==> config.mk <==
export PLATFORM = sky130hd
export DESIGN_NAME = fixed_partition_fit_allocator_flat
export DESIGN_NICKNAME = d
export VERILOG_FILES = /design/src/hdl/fpfa_pkg.sv /design/src/hdl/fpfa_ifs.sv /design/src/hdl/fpfa_ram.sv /design/src/hdl/fpfa_alu.sv /design/src/hdl/fixed_partition_fit_allocator.sv /design/src/flat_wrapper.sv
export SDC_FILE = /design/constraint.sdc
export NUM_CORES = 2
export LEC_CHECK = 0
export BUFFER_PORTS_ARGS = -buffer_cell sky130_fd_sc_hd__clkbuf_2
export CORE_ASPECT_RATIO = 1.2
export CORE_MARGIN = 3
export CORE_UTILIZATION = 61
export DETAILED_ROUTE_END_ITERATION = 10
export PLACE_DENSITY_LB_ADDON = 0.15
export SLEW_MARGIN = 20
export SYNTH_ARGS = -nofsm -noshare
export SYNTH_HDL_FRONTEND = slang
export SYNTH_SLANG_ARGS = --single-unit
==> constraint.sdc <==
create_clock -name clk -period 10.3 [get_ports clk]
set_input_delay 2.575 -clock clk [delete_from_list [all_inputs] [get_ports clk]]
set_output_delay 2.575 -clock clk [all_outputs]
set_load 0.05 [all_outputs]
==> src/hdl/fpfa_pkg.sv <==
// Shared constants, codes and types of the partition allocator.
// No dependencies.
package fpfa_pkg;

	localparam int MAX_BLOCKS = 128;
	localparam int SIZE_BITS  = 16;
	localparam int IDX_BITS   = $clog2(MAX_BLOCKS);
	localparam int CNT_BITS   = 8;
	localparam int TOTAL_BITS = 23;
	localparam int ALU_BITS   = TOTAL_BITS + 1;
	localparam int CFG_IDX_BITS  = 2;
	localparam int CFG_DATA_BITS = 8;

	localparam logic OP_LOAD = 1'b0;
	localparam logic OP_REQ  = 1'b1;

	localparam logic [1:0] ST_GRANT = 2'd0;
	localparam logic [1:0] ST_NONE  = 2'd1;
	localparam logic [1:0] ST_LOAD  = 2'd2;
	localparam logic [1:0] ST_RANGE = 2'd3;

	localparam logic [1:0] POL_FIRST = 2'd0;
	localparam logic [1:0] POL_NEXT  = 2'd1;
	localparam logic [1:0] POL_BEST  = 2'd2;
	localparam logic [1:0] POL_WORST = 2'd3;

	localparam logic [CFG_IDX_BITS-1:0] REG_FIT_POLICY  = CFG_IDX_BITS'(0);
	localparam logic [CFG_IDX_BITS-1:0] REG_BLOCK_COUNT = CFG_IDX_BITS'(1);

	typedef struct packed {
		logic                sub;
		logic [ALU_BITS-1:0] a;
		logic [ALU_BITS-1:0] b;
	} alu_req_t;

endpackage

==> src/hdl/fpfa_ifs.sv <==
// Valid/ready channel interfaces: configuration writes, items in, results out.
// Depends on fpfa_pkg.
interface fpfa_cfg_if;
	import fpfa_pkg::*;
	logic                     valid;
	logic                     ready;
	logic [CFG_IDX_BITS-1:0]  index;
	logic [CFG_DATA_BITS-1:0] data;
	modport source (output valid, index, data, input ready);
	modport sink (input valid, index, data, output ready);
endinterface

interface fpfa_in_if;
	import fpfa_pkg::*;
	logic                 valid;
	logic                 ready;
	logic                 opcode;
	logic [IDX_BITS-1:0]  block_index;
	logic [SIZE_BITS-1:0] size_value;
	modport source (output valid, opcode, block_index, size_value, input ready);
	modport sink (input valid, opcode, block_index, size_value, output ready);
endinterface

interface fpfa_out_if;
	import fpfa_pkg::*;
	logic                  valid;
	logic                  ready;
	logic [1:0]            status;
	logic [IDX_BITS-1:0]   granted_block;
	logic [TOTAL_BITS-1:0] internal_total;
	logic [TOTAL_BITS-1:0] free_total;
	modport source (output valid, status, granted_block, internal_total, free_total,
		input ready);
	modport sink (input valid, status, granted_block, internal_total, free_total,
		output ready);
endinterface

==> src/hdl/fpfa_ram.sv <==
// Generic single-write, single-read RAM with registered read data.
// No dependencies.
module fpfa_ram #(
	parameter int WIDTH = 16,
	parameter int DEPTH = 128
) (
	input  logic                     clk,
	input  logic                     we,
	input  logic [$clog2(DEPTH)-1:0] waddr,
	input  logic [WIDTH-1:0]         wdata,
	input  logic [$clog2(DEPTH)-1:0] raddr,
	output logic [WIDTH-1:0]         rdata
);

	logic [WIDTH-1:0] mem [DEPTH];

	always_ff @(posedge clk) begin
		if (we) begin
			mem[waddr] <= wdata;
		end
		rdata <= mem[raddr];
	end

endmodule

==> src/hdl/fpfa_alu.sv <==
// Shared add/subtract unit used by the sequencer for scan differences and totals.
// Depends on fpfa_pkg.
module fpfa_alu (
	input  fpfa_pkg::alu_req_t             req,
	output logic [fpfa_pkg::ALU_BITS-1:0]  res
);
	import fpfa_pkg::*;

	assign res = req.sub ? (req.a - req.b) : (req.a + req.b);

endmodule

==> src/hdl/fixed_partition_fit_allocator.sv <==
// Fixed-partition allocator top level: sequencer, size RAM and shared ALU.
// Depends on fpfa_pkg, fpfa_ifs, fpfa_ram, fpfa_alu.
//
// Channels: cfg writes fit_policy (index 0) or block_count (index 1), always
// ready; req carries one item (load a block size, or an allocation request);
// rsp returns one result per item with the running totals.
// A load reads the block's old size (S_LD_RD), takes it off the free total
// if the block was free (S_LD_SUB) and adds the new size (S_LD_ADD); an
// index out of range goes straight to the result. A request scans the
// blocks one per cycle through the size RAM read port and the shared
// subtractor, n = min(block_count, 128); first/next fit stop at first hit.
// req is ready only while the sequencer is idle, one item at a time. The
// result register frees the sequencer: a new item is taken while a result
// waits, and the sequencer holds its finished result until rsp drains.
// Reset clears all blocks to size zero and free, the totals and the next-fit
// pointer; size RAM entries read as zero until loaded, no clearing pass.
module fixed_partition_fit_allocator (
	input logic        clk,
	input logic        arst_n,
	fpfa_cfg_if.sink   cfg,
	fpfa_in_if.sink    req,
	fpfa_out_if.source rsp
);
	import fpfa_pkg::*;

	typedef enum logic [7:0] {
		S_IDLE    = 8'b0000_0001,
		S_LD_RD   = 8'b0000_0010,
		S_LD_SUB  = 8'b0000_0100,
		S_LD_ADD  = 8'b0000_1000,
		S_SCAN    = 8'b0001_0000,
		S_GR_FREE = 8'b0010_0000,
		S_GR_INT  = 8'b0100_0000,
		S_DONE    = 8'b1000_0000
	} state_t;

	state_t state_q;

	logic [1:0]            policy_q;
	logic [CNT_BITS-1:0]   bcount_q;
	logic [MAX_BLOCKS-1:0] used_q;
	logic [MAX_BLOCKS-1:0] szv_q;
	logic [IDX_BITS-1:0]   next_q;
	logic [TOTAL_BITS-1:0] int_q;
	logic [TOTAL_BITS-1:0] free_q;

	logic [IDX_BITS-1:0]   idx_q;
	logic [SIZE_BITS-1:0]  size_q;
	logic [IDX_BITS-1:0]   ptr_q;
	logic [CNT_BITS-1:0]   iss_q;
	logic                  v_s1;
	logic [IDX_BITS-1:0]   idx_s1;
	logic                  found_q;
	logic [IDX_BITS-1:0]   pick_q;
	logic [SIZE_BITS-1:0]  pdiff_q;
	logic [SIZE_BITS-1:0]  psize_q;
	logic [1:0]            rstat_q;

	logic                  ov_q;
	logic [1:0]            ost_q;
	logic [IDX_BITS-1:0]   oblk_q;
	logic [TOTAL_BITS-1:0] oint_q;
	logic [TOTAL_BITS-1:0] ofree_q;

	logic [CNT_BITS-1:0]   n;
	logic [IDX_BITS-1:0]   start_ptr;
	logic [SIZE_BITS-1:0]  rd_data;
	logic [IDX_BITS-1:0]   raddr;
	logic [SIZE_BITS-1:0]  ent_size;
	logic [SIZE_BITS-1:0]  old_size;
	logic [SIZE_BITS-1:0]  diff;
	logic                  issue;
	logic                  hit;
	logic                  better;
	logic                  take;
	logic                  early;
	logic                  scan_end;
	logic                  acc;
	logic                  out_load;
	alu_req_t              alu_req;
	logic [ALU_BITS-1:0]   alu_res;

	function automatic logic [IDX_BITS-1:0] wrap_inc(input logic [IDX_BITS-1:0] i,
		input logic [CNT_BITS-1:0] lim);
		logic [CNT_BITS-1:0] s;
		s = CNT_BITS'(i) + CNT_BITS'(1);
		return (s >= lim) ? '0 : s[IDX_BITS-1:0];
	endfunction

	function automatic logic [ALU_BITS-1:0] ext16(input logic [SIZE_BITS-1:0] v);
		return {{(ALU_BITS-SIZE_BITS){1'b0}}, v};
	endfunction

	function automatic logic [ALU_BITS-1:0] ext23(input logic [TOTAL_BITS-1:0] v);
		return {{(ALU_BITS-TOTAL_BITS){1'b0}}, v};
	endfunction

	assign n = (bcount_q > CNT_BITS'(MAX_BLOCKS)) ? CNT_BITS'(MAX_BLOCKS) : bcount_q;
	assign start_ptr = (policy_q == POL_NEXT && CNT_BITS'(next_q) < n) ? next_q : '0;

	assign cfg.ready = 1'b1;
	assign req.ready = (state_q == S_IDLE);
	assign acc       = req.valid && req.ready;

	assign rsp.valid          = ov_q;
	assign rsp.status         = ost_q;
	assign rsp.granted_block  = oblk_q;
	assign rsp.internal_total = oint_q;
	assign rsp.free_total     = ofree_q;

	assign raddr = (state_q == S_LD_RD) ? idx_q : ptr_q;

	fpfa_ram #(
		.WIDTH(SIZE_BITS),
		.DEPTH(MAX_BLOCKS)
	) u_sizes (
		.clk  (clk),
		.we   (state_q == S_LD_ADD),
		.waddr(idx_q),
		.wdata(size_q),
		.raddr(raddr),
		.rdata(rd_data)
	);

	fpfa_alu u_alu (
		.req(alu_req),
		.res(alu_res)
	);

	assign ent_size = szv_q[idx_s1] ? rd_data : '0;
	assign old_size = (szv_q[idx_q] && !used_q[idx_q]) ? rd_data : '0;
	assign diff     = alu_res[SIZE_BITS-1:0];
	assign issue    = (iss_q < n);
	assign hit      = (state_q == S_SCAN) && v_s1 && !used_q[idx_s1] && !alu_res[ALU_BITS-1];
	assign better   = !found_q || (policy_q == POL_BEST && diff < pdiff_q)
		|| (policy_q == POL_WORST && diff > pdiff_q);
	assign take     = hit && better;
	assign early    = take && (policy_q == POL_FIRST || policy_q == POL_NEXT);
	assign scan_end = early || (!issue && !v_s1);
	assign out_load = (state_q == S_DONE) && (!ov_q || rsp.ready);

	always_comb begin
		alu_req = '0;
		unique case (state_q)
			S_LD_SUB: begin
				alu_req = '{sub: 1'b1, a: ext23(free_q), b: ext16(old_size)};
			end
			S_LD_ADD: begin
				alu_req = '{sub: 1'b0, a: ext23(free_q), b: ext16(size_q)};
			end
			S_SCAN: begin
				alu_req = '{sub: 1'b1, a: ext16(ent_size), b: ext16(size_q)};
			end
			S_GR_FREE: begin
				alu_req = '{sub: 1'b1, a: ext23(free_q), b: ext16(psize_q)};
			end
			S_GR_INT: begin
				alu_req = '{sub: 1'b0, a: ext23(int_q), b: ext16(pdiff_q)};
			end
			default: begin
				alu_req = '0;
			end
		endcase
	end

	always_ff @(posedge clk or negedge arst_n) begin
		if (!arst_n) begin
			policy_q <= POL_FIRST;
			bcount_q <= CNT_BITS'(MAX_BLOCKS);
		end else if (cfg.valid) begin
			unique case (cfg.index)
				REG_FIT_POLICY:  policy_q <= cfg.data[1:0];
				REG_BLOCK_COUNT: bcount_q <= cfg.data[CNT_BITS-1:0];
				default: ;
			endcase
		end
	end

	always_ff @(posedge clk or negedge arst_n) begin
		if (!arst_n) begin
			state_q <= S_IDLE;
			used_q  <= '0;
			szv_q   <= '0;
			next_q  <= '0;
			int_q   <= '0;
			free_q  <= '0;
			idx_q   <= '0;
			size_q  <= '0;
			ptr_q   <= '0;
			iss_q   <= '0;
			v_s1    <= 1'b0;
			idx_s1  <= '0;
			found_q <= 1'b0;
			pick_q  <= '0;
			pdiff_q <= '0;
			psize_q <= '0;
			rstat_q <= ST_NONE;
		end else begin
			unique case (state_q)
				S_IDLE: begin
					if (acc) begin
						idx_q  <= req.block_index;
						size_q <= req.size_value;
						if (req.opcode == OP_LOAD) begin
							if (CNT_BITS'(req.block_index) >= n) begin
								rstat_q <= ST_RANGE;
								state_q <= S_DONE;
							end else begin
								state_q <= S_LD_RD;
							end
						end else begin
							ptr_q   <= start_ptr;
							iss_q   <= '0;
							v_s1    <= 1'b0;
							found_q <= 1'b0;
							pick_q  <= '0;
							state_q <= S_SCAN;
						end
					end
				end
				S_LD_RD: begin
					state_q <= S_LD_SUB;
				end
				S_LD_SUB: begin
					free_q  <= alu_res[TOTAL_BITS-1:0];
					state_q <= S_LD_ADD;
				end
				S_LD_ADD: begin
					free_q        <= alu_res[TOTAL_BITS-1:0];
					used_q[idx_q] <= 1'b0;
					szv_q[idx_q]  <= 1'b1;
					rstat_q       <= ST_LOAD;
					state_q       <= S_DONE;
				end
				S_SCAN: begin
					if (issue) begin
						ptr_q  <= wrap_inc(ptr_q, n);
						iss_q  <= iss_q + CNT_BITS'(1);
						idx_s1 <= ptr_q;
					end
					v_s1 <= issue && !scan_end;
					if (take) begin
						found_q <= 1'b1;
						pick_q  <= idx_s1;
						pdiff_q <= diff;
						psize_q <= ent_size;
					end
					if (scan_end) begin
						if (found_q || take) begin
							state_q <= S_GR_FREE;
						end else begin
							rstat_q <= ST_NONE;
							state_q <= S_DONE;
						end
					end
				end
				S_GR_FREE: begin
					free_q         <= alu_res[TOTAL_BITS-1:0];
					used_q[pick_q] <= 1'b1;
					state_q        <= S_GR_INT;
				end
				S_GR_INT: begin
					int_q <= alu_res[TOTAL_BITS] ? '1 : alu_res[TOTAL_BITS-1:0];
					if (policy_q == POL_NEXT) begin
						next_q <= wrap_inc(pick_q, n);
					end
					rstat_q <= ST_GRANT;
					state_q <= S_DONE;
				end
				S_DONE: begin
					if (out_load) begin
						state_q <= S_IDLE;
					end
				end
				default: begin
					state_q <= S_IDLE;
				end
			endcase
		end
	end

	always_ff @(posedge clk or negedge arst_n) begin
		if (!arst_n) begin
			ov_q    <= 1'b0;
			ost_q   <= ST_NONE;
			oblk_q  <= '0;
			oint_q  <= '0;
			ofree_q <= '0;
		end else if (out_load) begin
			ov_q    <= 1'b1;
			ost_q   <= rstat_q;
			oblk_q  <= (rstat_q == ST_GRANT) ? pick_q : '0;
			oint_q  <= int_q;
			ofree_q <= free_q;
		end else if (rsp.ready) begin
			ov_q <= 1'b0;
		end
	end

endmodule

==> src/flat_wrapper.sv <==
// flat-port wrapper written by rule: the top's interface ports become plain ports
module fixed_partition_fit_allocator_flat import fpfa_pkg::*;
  (clk, arst_n, cfg_valid, cfg_index, cfg_data, cfg_ready, req_valid, req_opcode, req_block_index, req_size_value, req_ready, rsp_valid, rsp_status, rsp_granted_block, rsp_internal_total, rsp_free_total, rsp_ready);
  fpfa_cfg_if cfg_i ();
  fpfa_in_if req_i ();
  fpfa_out_if rsp_i ();
  input logic clk;
  input logic arst_n;
  input wire logic [$bits(cfg_i.valid)-1:0] cfg_valid;
  input wire logic [$bits(cfg_i.index)-1:0] cfg_index;
  input wire logic [$bits(cfg_i.data)-1:0] cfg_data;
  output wire logic [$bits(cfg_i.ready)-1:0] cfg_ready;
  input wire logic [$bits(req_i.valid)-1:0] req_valid;
  input wire logic [$bits(req_i.opcode)-1:0] req_opcode;
  input wire logic [$bits(req_i.block_index)-1:0] req_block_index;
  input wire logic [$bits(req_i.size_value)-1:0] req_size_value;
  output wire logic [$bits(req_i.ready)-1:0] req_ready;
  output wire logic [$bits(rsp_i.valid)-1:0] rsp_valid;
  output wire logic [$bits(rsp_i.status)-1:0] rsp_status;
  output wire logic [$bits(rsp_i.granted_block)-1:0] rsp_granted_block;
  output wire logic [$bits(rsp_i.internal_total)-1:0] rsp_internal_total;
  output wire logic [$bits(rsp_i.free_total)-1:0] rsp_free_total;
  input wire logic [$bits(rsp_i.ready)-1:0] rsp_ready;
  assign cfg_i.valid = cfg_valid;
  assign cfg_i.index = cfg_index;
  assign cfg_i.data = cfg_data;
  assign cfg_ready = cfg_i.ready;
  assign req_i.valid = req_valid;
  assign req_i.opcode = req_opcode;
  assign req_i.block_index = req_block_index;
  assign req_i.size_value = req_size_value;
  assign req_ready = req_i.ready;
  assign rsp_valid = rsp_i.valid;
  assign rsp_status = rsp_i.status;
  assign rsp_granted_block = rsp_i.granted_block;
  assign rsp_internal_total = rsp_i.internal_total;
  assign rsp_free_total = rsp_i.free_total;
  assign rsp_i.ready = rsp_ready;
  fixed_partition_fit_allocator u_core (.clk(clk), .arst_n(arst_n), .cfg(cfg_i), .req(req_i), .rsp(rsp_i));
endmodule
==> flow_summary.html <==
<table>
<tr><th>Metric</th><th>Value</th></tr>
<tr><th colspan="2">Setup path</th></tr>
<tr><td>Setup Crit Path Kind</td><td>register to register</td></tr>
<tr><td>Crit path top cell by count</td><td>sky130_fd_sc_hd__ha_1</td></tr>
<tr><td>Arrival time reported for the critical path endpoint</td><td>10.36 ns</td></tr>
<tr><td>Start point of the critical path</td><td>u_core.idx_q[2]</td></tr>
<tr><td>Worst-path maximum fanout</td><td>22</td></tr>
<tr><td>Register-to-Register Path Depth</td><td>29</td></tr>
<tr><td>Critical path endpoint category</td><td>register</td></tr>
<tr><td>Endpoint of the worst setup timing path</td><td>u_core.psize_q[10]</td></tr>
<tr><td>Reg-to-reg startpoint</td><td>u_core.idx_q[2]</td></tr>
<tr><td>CP max-delay cell</td><td>sky130_fd_sc_hd__and2_1</td></tr>
<tr><td>Worst reg-to-reg setup slack</td><td>0.72 ns</td></tr>
<tr><td>Delay contributed by the slowest stage of the critical path</td><td>0.70 ns</td></tr>
<tr><td>Critical path data required time</td><td>11.09 ns</td></tr>
<tr><td>Startpoint class of the critical path</td><td>register</td></tr>
<tr><td>End of the worst register-to-register path</td><td>u_core.psize_q[10]</td></tr>
<tr><th colspan="2">Detailed routing</th></tr>
<tr><td>Iteration count of the initial detailed-routing pass</td><td>11</td></tr>
<tr><td>Total vias in the final route</td><td>70004</td></tr>
<tr><td>Average wire per standard cell</td><td>29.8 um</td></tr>
<tr><td>Initial DRC count</td><td>8781</td></tr>
<tr><td># DRC</td><td>1</td></tr>
<tr><td>Final wirelength</td><td>315 mm</td></tr>
<tr><td>Vias per cell</td><td>6.63</td></tr>
<tr><td>Post-DRT Antenna Nets</td><td>0</td></tr>
<tr><th colspan="2">Synth</th></tr>
<tr><td>Net count after synthesis</td><td>8154</td></tr>
<tr><td>Post-Syn Area</td><td>106000 um2</td></tr>
<tr><td>Distinct cells, synth</td><td>91</td></tr>
<tr><td>Area share of the leading cell type in the synthesized netlist</td><td>58.2%</td></tr>
<tr><td>Post-synth top area cell</td><td>sky130_fd_sc_hd__edfxtp_1</td></tr>
<tr><td>Ranking of synthesized cells by area</td><td>sky130_fd_sc_hd__edfxtp_1, sky130_fd_sc_hd__dfrtp_1, sky130_fd_sc_hd__nand2_1</td></tr>
<tr><td>Synthesized netlist cell count</td><td>8035</td></tr>
<tr><td>Post-Syn Area per Cell</td><td>13.1 um2</td></tr>
<tr><td>Main flop type after synthesis</td><td>sky130_fd_sc_hd__edfxtp_1</td></tr>
<tr><td>Post-synth ARST share</td><td>18.6%</td></tr>
<tr><td>Yosys Warn Count</td><td>0</td></tr>
<tr><td>Sequential share of the synthesized area</td><td>69.7%</td></tr>
<tr><td>Commonest cells post-synth</td><td>sky130_fd_sc_hd__edfxtp_1, sky130_fd_sc_hd__nand2_1, sky130_fd_sc_hd__nand3_1, sky130_fd_sc_hd__dfrtp_1, sky130_fd_sc_hd__clkbuf_1</td></tr>
<tr><td>Number of enable flip-flop cells after synthesis</td><td>2048</td></tr>
<tr><td>Count leader, synth</td><td>sky130_fd_sc_hd__edfxtp_1</td></tr>
<tr><td>Synthesized flop and latch total</td><td>2535</td></tr>
<tr><th colspan="2">Timing</th></tr>
<tr><td>Final Skew</td><td>0.0440 ns</td></tr>
<tr><td>Max Transition Viols Final</td><td>0</td></tr>
<tr><td>Worst slew margin relative to its limit</td><td>14.7%</td></tr>
<tr><td>Unrepaired setup endpoints after global routing</td><td>false</td></tr>
<tr><td>Transition time at the pin with the least slew margin</td><td>1.27 ns</td></tr>
<tr><td>Hold Fails Final Rpt</td><td>0</td></tr>
<tr><td>Setup TNS</td><td>0 ns</td></tr>
<tr><td>Max Clock Freq</td><td>104 MHz</td></tr>
<tr><td>Minimum clock period</td><td>9.58 ns</td></tr>
<tr><td>Finish-stage setup viols</td><td>0</td></tr>
<tr><td>Post-route fraction of the period consumed by the critical path</td><td>93.0%</td></tr>
<tr><th colspan="2">Global route</th></tr>
<tr><td>Aggregate global routing overflow</td><td>0</td></tr>
<tr><td>All-layer global routing usage</td><td>35.2%</td></tr>
<tr><td>Pin count of the biggest net entering global routing</td><td>166</td></tr>
<tr><td>First-pass GRT wire length</td><td>456 mm</td></tr>
<tr><td>Number of global-route vias before repair</td><td>67605</td></tr>
<tr><td>Initial antenna violation count</td><td>15</td></tr>
<tr><th colspan="2">Die</th></tr>
<tr><td>Die Y</td><td>462 um</td></tr>
<tr><td>Core outline area</td><td>171000 um2</td></tr>
<tr><td>Die width</td><td>386 um</td></tr>
<tr><td>Die area</td><td>178000 um2</td></tr>
<tr><td>Number of core rows</td><td>166</td></tr>
<tr><td>Total I/O pin count</td><td>97</td></tr>
<tr><td>Initial Utilization</td><td>61.6%</td></tr>
<tr><th colspan="2">Power</th></tr>
<tr><td>VDD IR-drop max</td><td>0.291 mV</td></tr>
<tr><td>Part of the total power dissipated in sequential elements</td><td>40.8%</td></tr>
<tr><td>Switching share of power</td><td>38.6%</td></tr>
<tr><td>Total power divided by cell area</td><td>286 nW/um2</td></tr>
<tr><td>Combinational power share</td><td>33.9%</td></tr>
<tr><td>Switching power</td><td>12.9 mW</td></tr>
<tr><td>Internal power of the cells</td><td>20.5 mW</td></tr>
<tr><td>P_leak</td><td>43.1 nW</td></tr>
<tr><td>Part of the power in the clock network</td><td>25.3%</td></tr>
<tr><th colspan="2">Run</th></tr>
<tr><td># Max-Cap Violations</td><td>0</td></tr>
<tr><th colspan="2">Placement</th></tr>
<tr><td>GP Congestion</td><td>1.02</td></tr>
<tr><td>Post-Place Cell Area</td><td>109000 um2</td></tr>
<tr><td>Half-perimeter wire length after placement</td><td>193 mm</td></tr>
<tr><td>Count of input and output buffers</td><td>95</td></tr>
<tr><th colspan="2">CTS</th></tr>
<tr><td>Maximum count of clock buffers along a single path</td><td>3</td></tr>
<tr><td>Clock transition at path regs</td><td>0.07 ns</td></tr>
<tr><td>Deepest level of the CTS H-tree</td><td>4</td></tr>
<tr><td>CTS Root Cell</td><td>sky130_fd_sc_hd__clkbuf_16</td></tr>
<tr><td>Post-CTS sizing</td><td>0</td></tr>
<tr><td>TritonCTS clock tree</td><td>built</td></tr>
<tr><td>Hold bufs inserted after CTS</td><td>0</td></tr>
<tr><td>Total clock sinks</td><td>2535</td></tr>
<tr><td>Num CTS Buffers</td><td>232</td></tr>
<tr><td>Later-pin clock latency in the skew report</td><td>0.89 ns</td></tr>
<tr><th colspan="2">Cells and area</th></tr>
<tr><td>Total non-filler cell area in the finished layout</td><td>117000 um2</td></tr>
<tr><td>Count of fill cells added during filler insertion</td><td>11941</td></tr>
<tr><td>Relative area change from synthesis to final layout</td><td>10.3%</td></tr>
<tr><td># nets final</td><td>8209</td></tr>
<tr><td>Fraction of final layout cells with drive strength greater than 1</td><td>13.0%</td></tr>
<tr><th colspan="2">Status</th></tr>
<tr><td>Status</td><td>finished with violations</td></tr>
<tr><td>Failing checks</td><td>DRC</td></tr>
<tr><th colspan="2">Worst hold path</th></tr>
<tr><td>Min-delay worst type</td><td>register to register</td></tr>
<tr><td>Hold path depth</td><td>2</td></tr>
</table>
## metal layers
metal,track usage [%],vias to the layer above,routed length (um)
met5,0,-,25
met4,18.4,4,18600
met3,8.73,861,32800
met2,55.0,4039,148000
met1,46.1,35217,116000
li1,-,29883,-
## worst min path at each step
stage | start | slack (ns) | to
2_1_floorplan | u_core.u_sizes.rdata[15] | 0.44 | u_core.psize_q[15]
3_3_place_gp | u_core.szv_q[119] | 0.46 | u_core.szv_q[119]
3_5_place_dp | u_core.szv_q[106] | 0.47 | u_core.szv_q[106]
4_1_cts | u_core.rsp.granted_block[1] | 0.48 | u_core.rsp.granted_block[1]
5_1_grt | u_core.szv_q[117] | 0.50 | u_core.szv_q[117]
6_report | u_core.rsp.granted_block[1] | 0.48 | u_core.rsp.granted_block[1]
## sequential cells by signal (all words and copies together), names as in the netlist, 16 cells and up
name                       flops
u_core.used_q                128
u_core.int_q                  23
u_core.pdiff_q                16
u_core.rsp.internal_total     23
u_core.szv_q                 128
u_core.u_sizes.rdata          16
u_core.u_sizes.mem          2048
u_core.rsp.free_total         23
u_core.free_q                 23
u_core.size_q                 16
u_core.psize_q                16
## power groups by stage
stage / Clock [mW] / Combinational [mW] / Sequential, mW
after global routing: 8.90 / 12.0 / 13.6
after global placement: 0 / 10.8 / 13.8
after CTS: 8.50 / 11.1 / 13.6
after detailed placement: 0 / 11.0 / 13.8
final: 8.45 / 11.3 / 13.6
after floorplan: 0 / 6.44 / 14.0
## per-stage QoR
stage | setup slack, ns | util [%] | std cells | total power, mW | hold slack, ns
2_1_floorplan | 2.69 | - | 8035 | 20.4 | 0.440
3_3_place_gp | 0.749 | 63.6 | 10123 | 24.6 | 0.460
3_5_place_dp | 0.679 | 63.6 | 10123 | 24.8 | 0.470
4_1_cts | 0.611 | 68.0 | 10554 | 33.2 | 0.485
5_1_grt | 0.0994 | 68.0 | 10556 | 34.6 | 0.499
6_report | 0.723 | 68.0 | 10564 | 33.3 | 0.480
## layout by cell type, fill, tap and decap left out, types with 54 or more instances in the layout
cell type,count
sky130_fd_sc_hd__a22o_1,58
sky130_fd_sc_hd__or2_2,98
sky130_fd_sc_hd__buf_4,202
sky130_fd_sc_hd__nand2b_1,59
sky130_fd_sc_hd__ha_1,79
sky130_fd_sc_hd__mux4_2,138
sky130_fd_sc_hd__a31oi_1,157
sky130_fd_sc_hd__clkbuf_16,237
sky130_fd_sc_hd__edfxtp_1,2048
sky130_fd_sc_hd__mux2i_1,285
sky130_fd_sc_hd__clkbuf_1,54
sky130_fd_sc_hd__mux2_2,92
sky130_fd_sc_hd__nand3_1,652
sky130_fd_sc_hd__nand4_1,95
sky130_fd_sc_hd__dfrtp_1,447
sky130_fd_sc_hd__inv_1,134
sky130_fd_sc_hd__nor2_1,190
sky130_fd_sc_hd__nand2_1,1892
sky130_fd_sc_hd__clkbuf_2,94
sky130_fd_sc_hd__a32oi_1,208
sky130_fd_sc_hd__o21ai_0,233
sky130_fd_sc_hd__a21oi_1,121
sky130_fd_sc_hd__o21ai_1,59
## critical path, delay by kind of cell, from the launching register on
| kind | cells | cell delay [ns] |
|---|---|---|
| AOI/OAI and AO/OA | 12 | 3.61 |
| buffers and inverters | 2 | 0.38 |
| adders and majority gates | 3 | 0.94 |
| and+or+nand+nor | 11 | 3.72 |
| xor gates and xnor gates | 1 | 0.29 |
| DFF | 1 | 0.51 |
## area by class of cell
class | count | area, um2 | share of cell area [%]
clock buffer | 299 | 6240 | 5.36
clock inverter | 132 | 1210 | 1.04
tap | 2268 | 2840 | 2.43
timing repair buffer | 314 | 2340 | 2.01
multi-input combinational | 4871 | 29700 | 25.5
sequential | 2535 | 73700 | 63.2
inverter | 136 | 510 | 0.438
antenna | 9 | 22.5 | 0.0193
## timing repair
item / in CTS / in global routing
endpoints found under the setup margin: 0 / 13
buffers inserted: 0 / 1
endpoints found under the hold margin: 0 / 0
## cell families (layout without fill, tap and decap cells)
family	Yosys count	count (layout)	share of synthesized area, %
buffers and inverters	629	881	2.40
other	1	10	0.00355
XOR/XNOR	40	40	0.339
AO/OA/AOI/OAI	1056	1056	6.88
AND/OR/NAND/NOR	3174	3174	13.1
multiplexers	520	520	6.68
flip-flops	2535	2535	69.7
adder cells (fa/ha/maj)	80	80	0.955
(Power assumes the default switching activity.)
